--- config.mk ---
export PLATFORM = sky130hd
export DESIGN_NAME = scancode_to_char_translator
export DESIGN_NICKNAME = d
export VERILOG_FILES = /design/src/rtl/sctc_pkg.sv /design/src/rtl/sctc_front.sv /design/src/rtl/sctc_queue.sv /design/src/rtl/sctc_back.sv /design/src/rtl/scancode_to_char_translator.sv
export SDC_FILE = /design/constraint.sdc
export NUM_CORES = 1
export LEC_CHECK = 0
export ABC_AREA = 1
export BUFFER_PORTS_ARGS = -buffer_cell sky130_fd_sc_hd__buf_2
export CORE_MARGIN = 4
export CORE_UTILIZATION = 62
export DETAILED_ROUTE_END_ITERATION = 8
export GPL_TIMING_DRIVEN = 0
export PLACE_DENSITY = 0.88
export SYNTH_ARGS = -nofsm -noshare
export SYNTH_HDL_FRONTEND = slang
export SYNTH_SLANG_ARGS = --single-unit
--- constraint.sdc ---
create_clock -name aclk -period 3.35 [get_ports aclk]
set_clock_uncertainty 0.05 [all_clocks]
set_input_delay 0.335 -clock aclk [delete_from_list [all_inputs] [get_ports aclk]]
set_output_delay 0.335 -clock aclk [all_outputs]
set_load 0.03 [all_outputs]
--- src/rtl/sctc_pkg.sv ---
// Shared types, constants and the character ROM of the scan code translator.
package sctc_pkg;

    localparam int KEY_TABLE_DEPTH = 128;
    localparam int QUEUE_DEPTH     = 2;
    localparam int QPTR_W          = 1;
    localparam int QCNT_W          = 2;

    localparam logic [7:0] PREFIX_CODE = 8'd224;
    localparam logic [7:0] NULL_CODE   = 8'd0;
    localparam logic [7:0] MARKER      = 8'd0;
    localparam logic [7:0] CASE_OFFSET = 8'd32;
    localparam logic [7:0] FKEY_FIRST  = 8'd59;
    localparam logic [7:0] FKEY_LAST   = 8'd68;
    localparam logic [7:0] FKEY_BIAS   = 8'd57;

    typedef struct packed {
        logic       special;
        logic [7:0] value;
    } entry_t;

    typedef struct packed {
        logic   valid;
        entry_t entry;
    } push_t;

    function automatic entry_t mk_special(input logic [7:0] code);
        entry_t e;
        e.special = 1'b1;
        e.value   = code;
        return e;
    endfunction

    function automatic entry_t mk_char(input logic [7:0] ch);
        entry_t e;
        e.special = 1'b0;
        e.value   = ch;
        return e;
    endfunction

    // Character ROM, entries past the listed ones read as zero
    function automatic logic [7:0] rom_lookup(input logic [6:0] idx);
        logic [7:0] ch;
        case (idx)
            7'd1:  ch = 8'd27;
            7'd2:  ch = 8'd49;
            7'd3:  ch = 8'd50;
            7'd4:  ch = 8'd51;
            7'd5:  ch = 8'd52;
            7'd6:  ch = 8'd53;
            7'd7:  ch = 8'd54;
            7'd8:  ch = 8'd55;
            7'd9:  ch = 8'd56;
            7'd10: ch = 8'd57;
            7'd11: ch = 8'd48;
            7'd12: ch = 8'd39;
            7'd14: ch = 8'd8;
            7'd15: ch = 8'd9;
            7'd16: ch = 8'd113;
            7'd17: ch = 8'd119;
            7'd18: ch = 8'd101;
            7'd19: ch = 8'd114;
            7'd20: ch = 8'd116;
            7'd21: ch = 8'd121;
            7'd22: ch = 8'd117;
            7'd23: ch = 8'd105;
            7'd24: ch = 8'd111;
            7'd25: ch = 8'd112;
            7'd28: ch = 8'd10;
            7'd30: ch = 8'd97;
            7'd31: ch = 8'd115;
            7'd32: ch = 8'd100;
            7'd33: ch = 8'd102;
            7'd34: ch = 8'd103;
            7'd35: ch = 8'd104;
            7'd36: ch = 8'd106;
            7'd37: ch = 8'd107;
            7'd38: ch = 8'd108;
            7'd39: ch = 8'd164;
            7'd40, 7'd41, 7'd42, 7'd43: ch = 8'd48;
            7'd44: ch = 8'd122;
            7'd45: ch = 8'd120;
            7'd46: ch = 8'd99;
            7'd47: ch = 8'd118;
            7'd48: ch = 8'd98;
            7'd49: ch = 8'd110;
            7'd50, 7'd51, 7'd52, 7'd53, 7'd54, 7'd55, 7'd56: ch = 8'd109;
            7'd57: ch = 8'd32;
            7'd59: ch = 8'd109;
            default: ch = 8'd0;
        endcase
        if (32'(idx) >= KEY_TABLE_DEPTH) begin
            ch = 8'd0;
        end
        return ch;
    endfunction

endpackage

--- src/rtl/sctc_front.sv ---
// Front end: accepts scan code beats, tracks modifier flags and classifies each code.
module sctc_front (
    input  logic            aclk,
    input  logic            aresetn,
    input  logic            s_valid,
    output logic            s_ready,
    input  logic [7:0]      s_scan_code,
    input  logic            q_full,
    output sctc_pkg::push_t push
);

    logic            shift_reg, shift_next;
    logic            caps_reg, caps_next;
    logic            altgr_reg, altgr_next;
    logic            ext_reg, ext_next;
    logic            accept;
    logic            shifted;
    logic            produce;
    logic [7:0]      c;
    logic [7:0]      rom_ch;
    sctc_pkg::entry_t ent;

    assign s_ready = !q_full;
    assign accept  = s_valid && s_ready;
    assign c       = s_scan_code;
    assign shifted = shift_reg || caps_reg;

    always_comb begin
        rom_ch = sctc_pkg::rom_lookup(c[6:0]);
        if (shifted && rom_ch >= 8'd97 && rom_ch <= 8'd122) begin
            rom_ch = rom_ch - sctc_pkg::CASE_OFFSET;
        end
    end

    always_comb begin
        produce    = 1'b0;
        ent        = sctc_pkg::mk_char(8'd0);
        shift_next = shift_reg;
        caps_next  = caps_reg;
        altgr_next = altgr_reg;
        ext_next   = ext_reg;
        if (c == sctc_pkg::NULL_CODE) begin
            produce = 1'b0;
        end else if (ext_reg) begin
            ext_next = 1'b0;
            unique case (c)
                8'd82:  begin produce = 1'b1; ent = sctc_pkg::mk_special(8'd15); end
                8'd83:  begin produce = 1'b1; ent = sctc_pkg::mk_char(8'd127); end
                8'd29:  begin produce = 1'b1; ent = sctc_pkg::mk_special(8'd24); end
                8'd157: begin produce = 1'b1; ent = sctc_pkg::mk_special(8'd25); end
                8'd56:  altgr_next = 1'b1;
                8'd184: altgr_next = 1'b0;
                8'd72:  begin produce = 1'b1; ent = sctc_pkg::mk_special(8'd20); end
                8'd80:  begin produce = 1'b1; ent = sctc_pkg::mk_special(8'd21); end
                8'd75:  begin produce = 1'b1; ent = sctc_pkg::mk_special(8'd23); end
                8'd77:  begin produce = 1'b1; ent = sctc_pkg::mk_special(8'd22); end
                8'd71:  begin produce = 1'b1; ent = sctc_pkg::mk_special(8'd30); end
                8'd79:  begin produce = 1'b1; ent = sctc_pkg::mk_special(8'd31); end
                8'd73:  begin produce = 1'b1; ent = sctc_pkg::mk_special(8'd32); end
                8'd81:  begin produce = 1'b1; ent = sctc_pkg::mk_special(8'd33); end
                default: produce = 1'b0;
            endcase
        end else if (c == sctc_pkg::PREFIX_CODE) begin
            ext_next = 1'b1;
        end else if (c >= sctc_pkg::FKEY_FIRST && c <= sctc_pkg::FKEY_LAST) begin
            produce = 1'b1;
            ent     = sctc_pkg::mk_special(c - sctc_pkg::FKEY_BIAS);
        end else begin
            produce = 1'b1;
            unique case (c) inside
                8'd1:   ent = sctc_pkg::mk_char(8'd1);
                8'd87:  ent = sctc_pkg::mk_special(8'd12);
                8'd88:  ent = sctc_pkg::mk_special(8'd13);
                8'd14:  ent = sctc_pkg::mk_char(8'd8);
                8'd15:  ent = sctc_pkg::mk_char(8'd9);
                8'd28:  ent = sctc_pkg::mk_char(8'd10);
                8'd29:  ent = sctc_pkg::mk_special(8'd24);
                8'd157: ent = sctc_pkg::mk_special(8'd25);
                8'd56:  ent = sctc_pkg::mk_special(8'd26);
                8'd184: ent = sctc_pkg::mk_special(8'd27);
                8'd42, 8'd54: begin produce = 1'b0; shift_next = 1'b1; end
                8'd170, 8'd182: begin produce = 1'b0; shift_next = 1'b0; end
                8'd58:  begin produce = 1'b0; caps_next = !caps_reg; end
                8'd39:  ent = sctc_pkg::mk_char(shifted ? 8'd165 : 8'd164);
                8'd16:  ent = sctc_pkg::mk_char(altgr_reg ? 8'd64 :
                                                 (shifted ? 8'd81 : 8'd113));
                8'd86:  ent = sctc_pkg::mk_char(shifted ? 8'd62 : 8'd60);
                8'd53:  ent = sctc_pkg::mk_char(shifted ? 8'd95 : 8'd45);
                8'd52:  ent = sctc_pkg::mk_char(shifted ? 8'd58 : 8'd46);
                8'd51:  ent = sctc_pkg::mk_char(shifted ? 8'd59 : 8'd44);
                8'd40:  ent = sctc_pkg::mk_char(altgr_reg ? 8'd94 :
                                                 (shifted ? 8'd91 : 8'd123));
                8'd43:  ent = sctc_pkg::mk_char(altgr_reg ? 8'd96 :
                                                 (shifted ? 8'd93 : 8'd125));
                8'd27:  ent = sctc_pkg::mk_char(altgr_reg ? 8'd126 :
                                                 (shifted ? 8'd42 : 8'd43));
                8'd26:  ent = sctc_pkg::mk_char(shifted ? 8'd249 : 8'd239);
                8'd41:  ent = sctc_pkg::mk_char(altgr_reg ? 8'd170 :
                                                 (shifted ? 8'd167 : 8'd124));
                8'd13:  ent = sctc_pkg::mk_char(shifted ? 8'd173 : 8'd168);
                8'd12:  ent = sctc_pkg::mk_char(altgr_reg ? 8'd92 :
                                                 (shifted ? 8'd63 : 8'd39));
                8'd2:   ent = sctc_pkg::mk_char(shifted ? 8'd33 : 8'd49);
                8'd3:   ent = sctc_pkg::mk_char(shifted ? 8'd34 : 8'd50);
                8'd4:   ent = sctc_pkg::mk_char(shifted ? 8'd35 : 8'd51);
                8'd5:   ent = sctc_pkg::mk_char(shifted ? 8'd36 : 8'd52);
                8'd6:   ent = sctc_pkg::mk_char(shifted ? 8'd37 : 8'd53);
                8'd7:   ent = sctc_pkg::mk_char(shifted ? 8'd38 : 8'd54);
                8'd8:   ent = sctc_pkg::mk_char(shifted ? 8'd47 : 8'd55);
                8'd9:   ent = sctc_pkg::mk_char(shifted ? 8'd40 : 8'd56);
                8'd10:  ent = sctc_pkg::mk_char(shifted ? 8'd41 : 8'd57);
                8'd11:  ent = sctc_pkg::mk_char(shifted ? 8'd61 : 8'd48);
                default: begin
                    produce = !c[7];
                    ent     = sctc_pkg::mk_char(rom_ch);
                end
            endcase
        end
    end

    always_ff @(posedge aclk) begin
        if (!aresetn) begin
            shift_reg <= 1'b0;
            caps_reg  <= 1'b0;
            altgr_reg <= 1'b0;
            ext_reg   <= 1'b0;
        end else if (accept) begin
            shift_reg <= shift_next;
            caps_reg  <= caps_next;
            altgr_reg <= altgr_next;
            ext_reg   <= ext_next;
        end
    end

    assign push.valid = accept && produce;
    assign push.entry = ent;

endmodule

--- src/rtl/sctc_queue.sv ---
// Two-entry queue between the classifier and the output sequencer.
module sctc_queue (
    input  logic             aclk,
    input  logic             aresetn,
    input  sctc_pkg::push_t  push,
    output logic             full,
    output logic             q_valid,
    output sctc_pkg::entry_t q_entry,
    input  logic             pop
);

    sctc_pkg::entry_t                  mem_reg [sctc_pkg::QUEUE_DEPTH];
    logic [sctc_pkg::QPTR_W-1:0]       wr_ptr_reg;
    logic [sctc_pkg::QPTR_W-1:0]       rd_ptr_reg;
    logic [sctc_pkg::QCNT_W-1:0]       count_reg, count_next;
    logic                              do_push;
    logic                              do_pop;

    assign full    = count_reg == sctc_pkg::QCNT_W'(sctc_pkg::QUEUE_DEPTH);
    assign q_valid = count_reg != '0;
    assign q_entry = mem_reg[rd_ptr_reg];
    assign do_push = push.valid && !full;
    assign do_pop  = pop && q_valid;

    always_comb begin
        count_next = count_reg;
        if (do_push && !do_pop) begin
            count_next = count_reg + 1'b1;
        end else if (do_pop && !do_push) begin
            count_next = count_reg - 1'b1;
        end
    end

    always_ff @(posedge aclk) begin
        if (do_push) begin
            mem_reg[wr_ptr_reg] <= push.entry;
        end
    end

    always_ff @(posedge aclk) begin
        if (!aresetn) begin
            wr_ptr_reg <= '0;
            rd_ptr_reg <= '0;
            count_reg  <= '0;
        end else begin
            if (do_push) begin
                wr_ptr_reg <= wr_ptr_reg + 1'b1;
            end
            if (do_pop) begin
                rd_ptr_reg <= rd_ptr_reg + 1'b1;
            end
            count_reg <= count_next;
        end
    end

endmodule

--- src/rtl/sctc_back.sv ---
// Output sequencer: turns queued entries into one or two result beats.
module sctc_back (
    input  logic             aclk,
    input  logic             aresetn,
    input  logic             q_valid,
    input  sctc_pkg::entry_t q_entry,
    output logic             pop,
    output logic             m_valid,
    input  logic             m_ready,
    output logic [7:0]       m_out_char,
    output logic             m_last_of_run
);

    logic       m_valid_reg;
    logic [7:0] out_char_reg;
    logic       last_reg;
    logic       tail_pending_reg;
    logic [7:0] tail_code_reg;
    logic       load;

    assign load = !m_valid_reg || m_ready;
    assign pop  = load && !tail_pending_reg && q_valid;

    always_ff @(posedge aclk) begin
        if (!aresetn) begin
            m_valid_reg      <= 1'b0;
            tail_pending_reg <= 1'b0;
        end else if (load) begin
            if (tail_pending_reg) begin
                m_valid_reg      <= 1'b1;
                tail_pending_reg <= 1'b0;
            end else begin
                m_valid_reg      <= q_valid;
                tail_pending_reg <= q_valid && q_entry.special;
            end
        end
    end

    always_ff @(posedge aclk) begin
        if (load) begin
            if (tail_pending_reg) begin
                out_char_reg <= tail_code_reg;
                last_reg     <= 1'b1;
            end else if (q_entry.special) begin
                out_char_reg  <= sctc_pkg::MARKER;
                last_reg      <= 1'b0;
                tail_code_reg <= q_entry.value;
            end else begin
                out_char_reg <= q_entry.value;
                last_reg     <= 1'b1;
            end
        end
    end

    assign m_valid       = m_valid_reg;
    assign m_out_char    = out_char_reg;
    assign m_last_of_run = last_reg;

endmodule

--- src/rtl/scancode_to_char_translator.sv ---
// Top level: set-1 scan code to Spanish-layout character translator.
// A scan code's entry is written into the queue, then registered in the output sequencer as its first beat.
// Throughput: one scan code per cycle while the two-entry queue has room; the output
// sequencer sends one beat per cycle while m_ready is high; a special key gives a marker beat, then its code.
// Reset (aresetn low, synchronous): modifier flags, prefix flag, queue and output valid clear.
module scancode_to_char_translator (
    input  logic       aclk,
    input  logic       aresetn,
    input  logic       s_valid,
    output logic       s_ready,
    input  logic [7:0] s_scan_code,
    output logic       m_valid,
    input  logic       m_ready,
    output logic [7:0] m_out_char,
    output logic       m_last_of_run
);

    sctc_pkg::push_t  push;
    sctc_pkg::entry_t q_entry;
    logic             q_full;
    logic             q_valid;
    logic             q_pop;

    sctc_front u_front (
        .aclk        (aclk),
        .aresetn     (aresetn),
        .s_valid     (s_valid),
        .s_ready     (s_ready),
        .s_scan_code (s_scan_code),
        .q_full      (q_full),
        .push        (push)
    );

    sctc_queue u_queue (
        .aclk    (aclk),
        .aresetn (aresetn),
        .push    (push),
        .full    (q_full),
        .q_valid (q_valid),
        .q_entry (q_entry),
        .pop     (q_pop)
    );

    sctc_back u_back (
        .aclk          (aclk),
        .aresetn       (aresetn),
        .q_valid       (q_valid),
        .q_entry       (q_entry),
        .pop           (q_pop),
        .m_valid       (m_valid),
        .m_ready       (m_ready),
        .m_out_char    (m_out_char),
        .m_last_of_run (m_last_of_run)
    );

endmodule

==> results.yml <==
global_route:
  grt_first_pass_wirelength_mm: 19.8
  global_route_congestion_overflow_total: 0
  grt.total_usage_pct: 34.1
  antenna_found_initial: 0
  vias_in_the_first_global_route: 4079
  grt_start_max_net_pins: 15
timing:
  slew_violations: 0
  rsz0062_at_grt: "no"
  period_share_pct: 93.8
  maxClockFrequency_ghz: 0.318
  fin_hold_ws_ns: 0.245
  setup_viol_count_final: 0
  transition_at_the_pin_with_the_smallest_max_transition_slack_ns: 0.891
  number_of_hold_violations_in_the_final_report: 0
  period_needed_ns: 3.14
  final.setup.worst_slack_ns: 0.208
  slew-limit-headroom_pct: 40.6
clock_tree:
  clkLatencyLatePin_ns: 0.30
  clock_path_buffers: 2
  clock_tree.htree_level_count: 2
  cts_repair_resize_count: 0
  tritoncts_clock_tree: "built"
  cts.sinks: 46
  postCtsHoldBufs: 0
  clkTransAtPathRegs_ns: 0.09
  cts.repair_timing.setup_buffer_count: 0
  cts.root.buffer_cell: "clkbuf_8"
  cts_inserted_buffers: 5
yosys:
  synth_simple_gate_area_share_pct: 41.8
  average_footprint_of_a_synthesized_cell_um2: 6.43
  syn-num-nets: 623
  warnings_synthesis: 0
  postSynthRegisterBits: 46
  ys_seq_area_share_pct: 33.1
  synth_cells: 597
  synth.lib_cells_used.distinct: 40
  post_synth_mux_area_share_pct: 0
  dominant_combinational_cell_family_by_area_after_synthesis: "simple AND/OR/NAND/NOR gates"
  synth_compound_gate_area_share_pct: 12.5
  netlist_area_um2: 3840
  synth_xor_xnor_area_share_pct: 0.228
  yosys.area_share.adder_pct: 4.56
setup_path:
  critical_path.slowest_cell: "ha_2"
  critical_path_cell_list: "buf_2 > inv_1 > ha_2 > nand3_2 > inv_2 > nand3_1 > nand2_1 > nor2_1 > nand3_1 > nor3_1 > nand4_1 > nand2_1 > nand2_1 > ha_1 > a21oi_1 > o21ai_0 > o21ai_0 > a21oi_1"
  path_class: "in2reg"
  worst-endpoint-required_ns: 3.49
  critical_path.top_delay_family: "simple AND/OR/NAND/NOR gates"
  arrival_ns: 3.28
  critPathBufInv: 3
  cp-end-kind: "flop"
  highest_cell_delay_on_the_worst_timing_path_ns: 0.37
  worstPathMaxFanout: 8
  worst_path_most_repeated_cell: "nand2_1"
  startpoint_type: "input port"
pwr:
  vdd_ir_drop_max_v: 0.000462
  fin_total_pwr_mw: 2.01
  leakagePower_nw: 2.03
  power.density_cell_area_nw_per_um2: 485
final_layout:
  layout_common_cells: "nand2_1, nor2_1, nand3_1"
  num-nets-final: 651
  postLayoutCoreUtil_pct: 69.7
  largest_reg_flops: 18
  n_antenna_cell: 0
  drive_gt1_share_pct: 10.9
  layout.cells.most_common: "nand2_1"
  flow.area_growth_from_synthesis_pct: 8.15
outcome:
  outcome: "finished clean"
min_path:
  min_path_type: "in2reg"
detailed_routing:
  drt_drc_violations_left: 0
  routed_length_per_instance_um: 18.0
  detail_route.vias_per_cell: 6.20
  route.vias.total: 4348
  first_pass_iters: 7
  route.antenna.remaining_nets: 0
  total_wire_length_mm: 12.6
  first_iter_violations: 486
floorplan:
  initial_core_utilization_pct: 64.5
  die_w_um: 86.7
  boundaryPins: 23
  std_cell_rows: 28
  die_area_um2: 7510
  floorplan.core_area_um2: 5960
  die_height_um: 86.7
placement:
  number_of_port_buffers: 21
  dp_hpwl_mm: 9.56
  place_congestion: 1.03
  place_worst_setup_slack_ns: -0.125
run:
  max_cap_viol_count: 0
## synth_stat cells
cell type / n / area share [%]
o21ai_1: 8 / 1.0
inv_2: 14 / 1.4
dfxtp_1: 11 / 5.7
nand2_2: 1 / 0.16
xor2_1: 1 / 0.23
nand3b_1: 2 / 0.39
o2111ai_1: 1 / 0.23
nand3_1: 56 / 7.3
o311a_1: 1 / 0.26
o31ai_1: 2 / 0.39
clkinv_1: 3 / 0.29
o211ai_1: 4 / 0.78
o21ai_0: 24 / 3.1
nand2_1: 191 / 19
nor3_1: 11 / 1.4
nor2_4: 2 / 0.59
o21a_1: 1 / 0.20
a211oi_1: 1 / 0.20
or2_2: 2 / 0.33
buf_2: 3 / 0.39
nor2_1: 85 / 8.3
nand4_1: 9 / 1.5
clkbuf_1: 5 / 0.49
a21oi_1: 36 / 4.7
o22ai_1: 1 / 0.16
nand3_2: 1 / 0.26
inv_1: 47 / 4.6
nor2_2: 6 / 0.98
ha_1: 14 / 4.6
nand2_4: 2 / 0.59
a21oi_2: 1 / 0.23
nor3_2: 2 / 0.52
edfxtp_1: 35 / 27
nor4_1: 5 / 0.81
a41oi_1: 1 / 0.23
a31oi_1: 3 / 0.49
o21bai_1: 1 / 0.20
buf_6: 1 / 0.29
o2bb2ai_1: 1 / 0.23
buf_4: 2 / 0.39
## stage by stage
stage / cells / setup TNS (ns) / instance area [µm²]
CTS: 701 / 0 / 4150
global placement: 693 / -0.473 / 4040
floorplan: 597 / 0 / 3840
finish: 701 / 0 / 4150
detailed placement: 693 / -0.965 / 4040
global route: 701 / 0 / 4150
## per-layer routing
| metal | up-vias | GRT usage [%] | part of all wire [%] |
|---|---|---|---|
| met1 | 1942 | 41.5 | 38 |
| li1 | 2048 | - | - |
| met5 | - | 0 | 0 |
| met3 | 57 | 5.23 | 10 |
| met2 | 301 | 57.5 | 47 |
| met4 | 0 | 19.0 | 5.1 |
## cells by family after synthesis
group | Yosys count
flops | 46
buf+inv | 75
fa+ha+maj | 14
compound gates | 86
simple gates | 375
xor+xnor | 1
## final timing paths
kind         slack, ns  depth (start not counted)                       to               start
max               0.21                         18     u_queue.count_reg[1]      s_scan_code[1]
min               0.25                          4  u_back.tail_pending_reg             m_ready
max reg2reg       0.60                          8    u_queue.mem_reg[0][1]    u_front.caps_reg
min reg2reg       0.41                          1                     flop  u_queue.rd_ptr_reg
## tightest hold or removal path: cells and delay by family
family	cells	cell delay, ns
AO/OA/AOI/OAI	1	0.05
AND/OR/NAND/NOR	2	0.10
buffers and inverters	1	0.08
## area by class of cell
cell class / count / area (µm²)
Buffer: 11 / 60.1
Clock buffer: 5 / 68.8
Clock inverter: 3 / 40.0
Fill cell: 519 / 1800
Inverter: 64 / 240
Multi-Input combinational cell: 476 / 2270
Sequential cell: 46 / 1270
Tap cell: 75 / 93.8
Timing Repair Buffer: 21 / 105
## power breakdown
| part | internal, mW | leakage [nW] | switching, mW |
|---|---|---|---|
| registers | 0.814 | 0.437 | 0.0567 |
| clock network | 0.220 | 0.0579 | 0.189 |
| logic | 0.187 | 1.54 | 0.546 |
No activity file was read; power rests on OpenSTA's default activity.
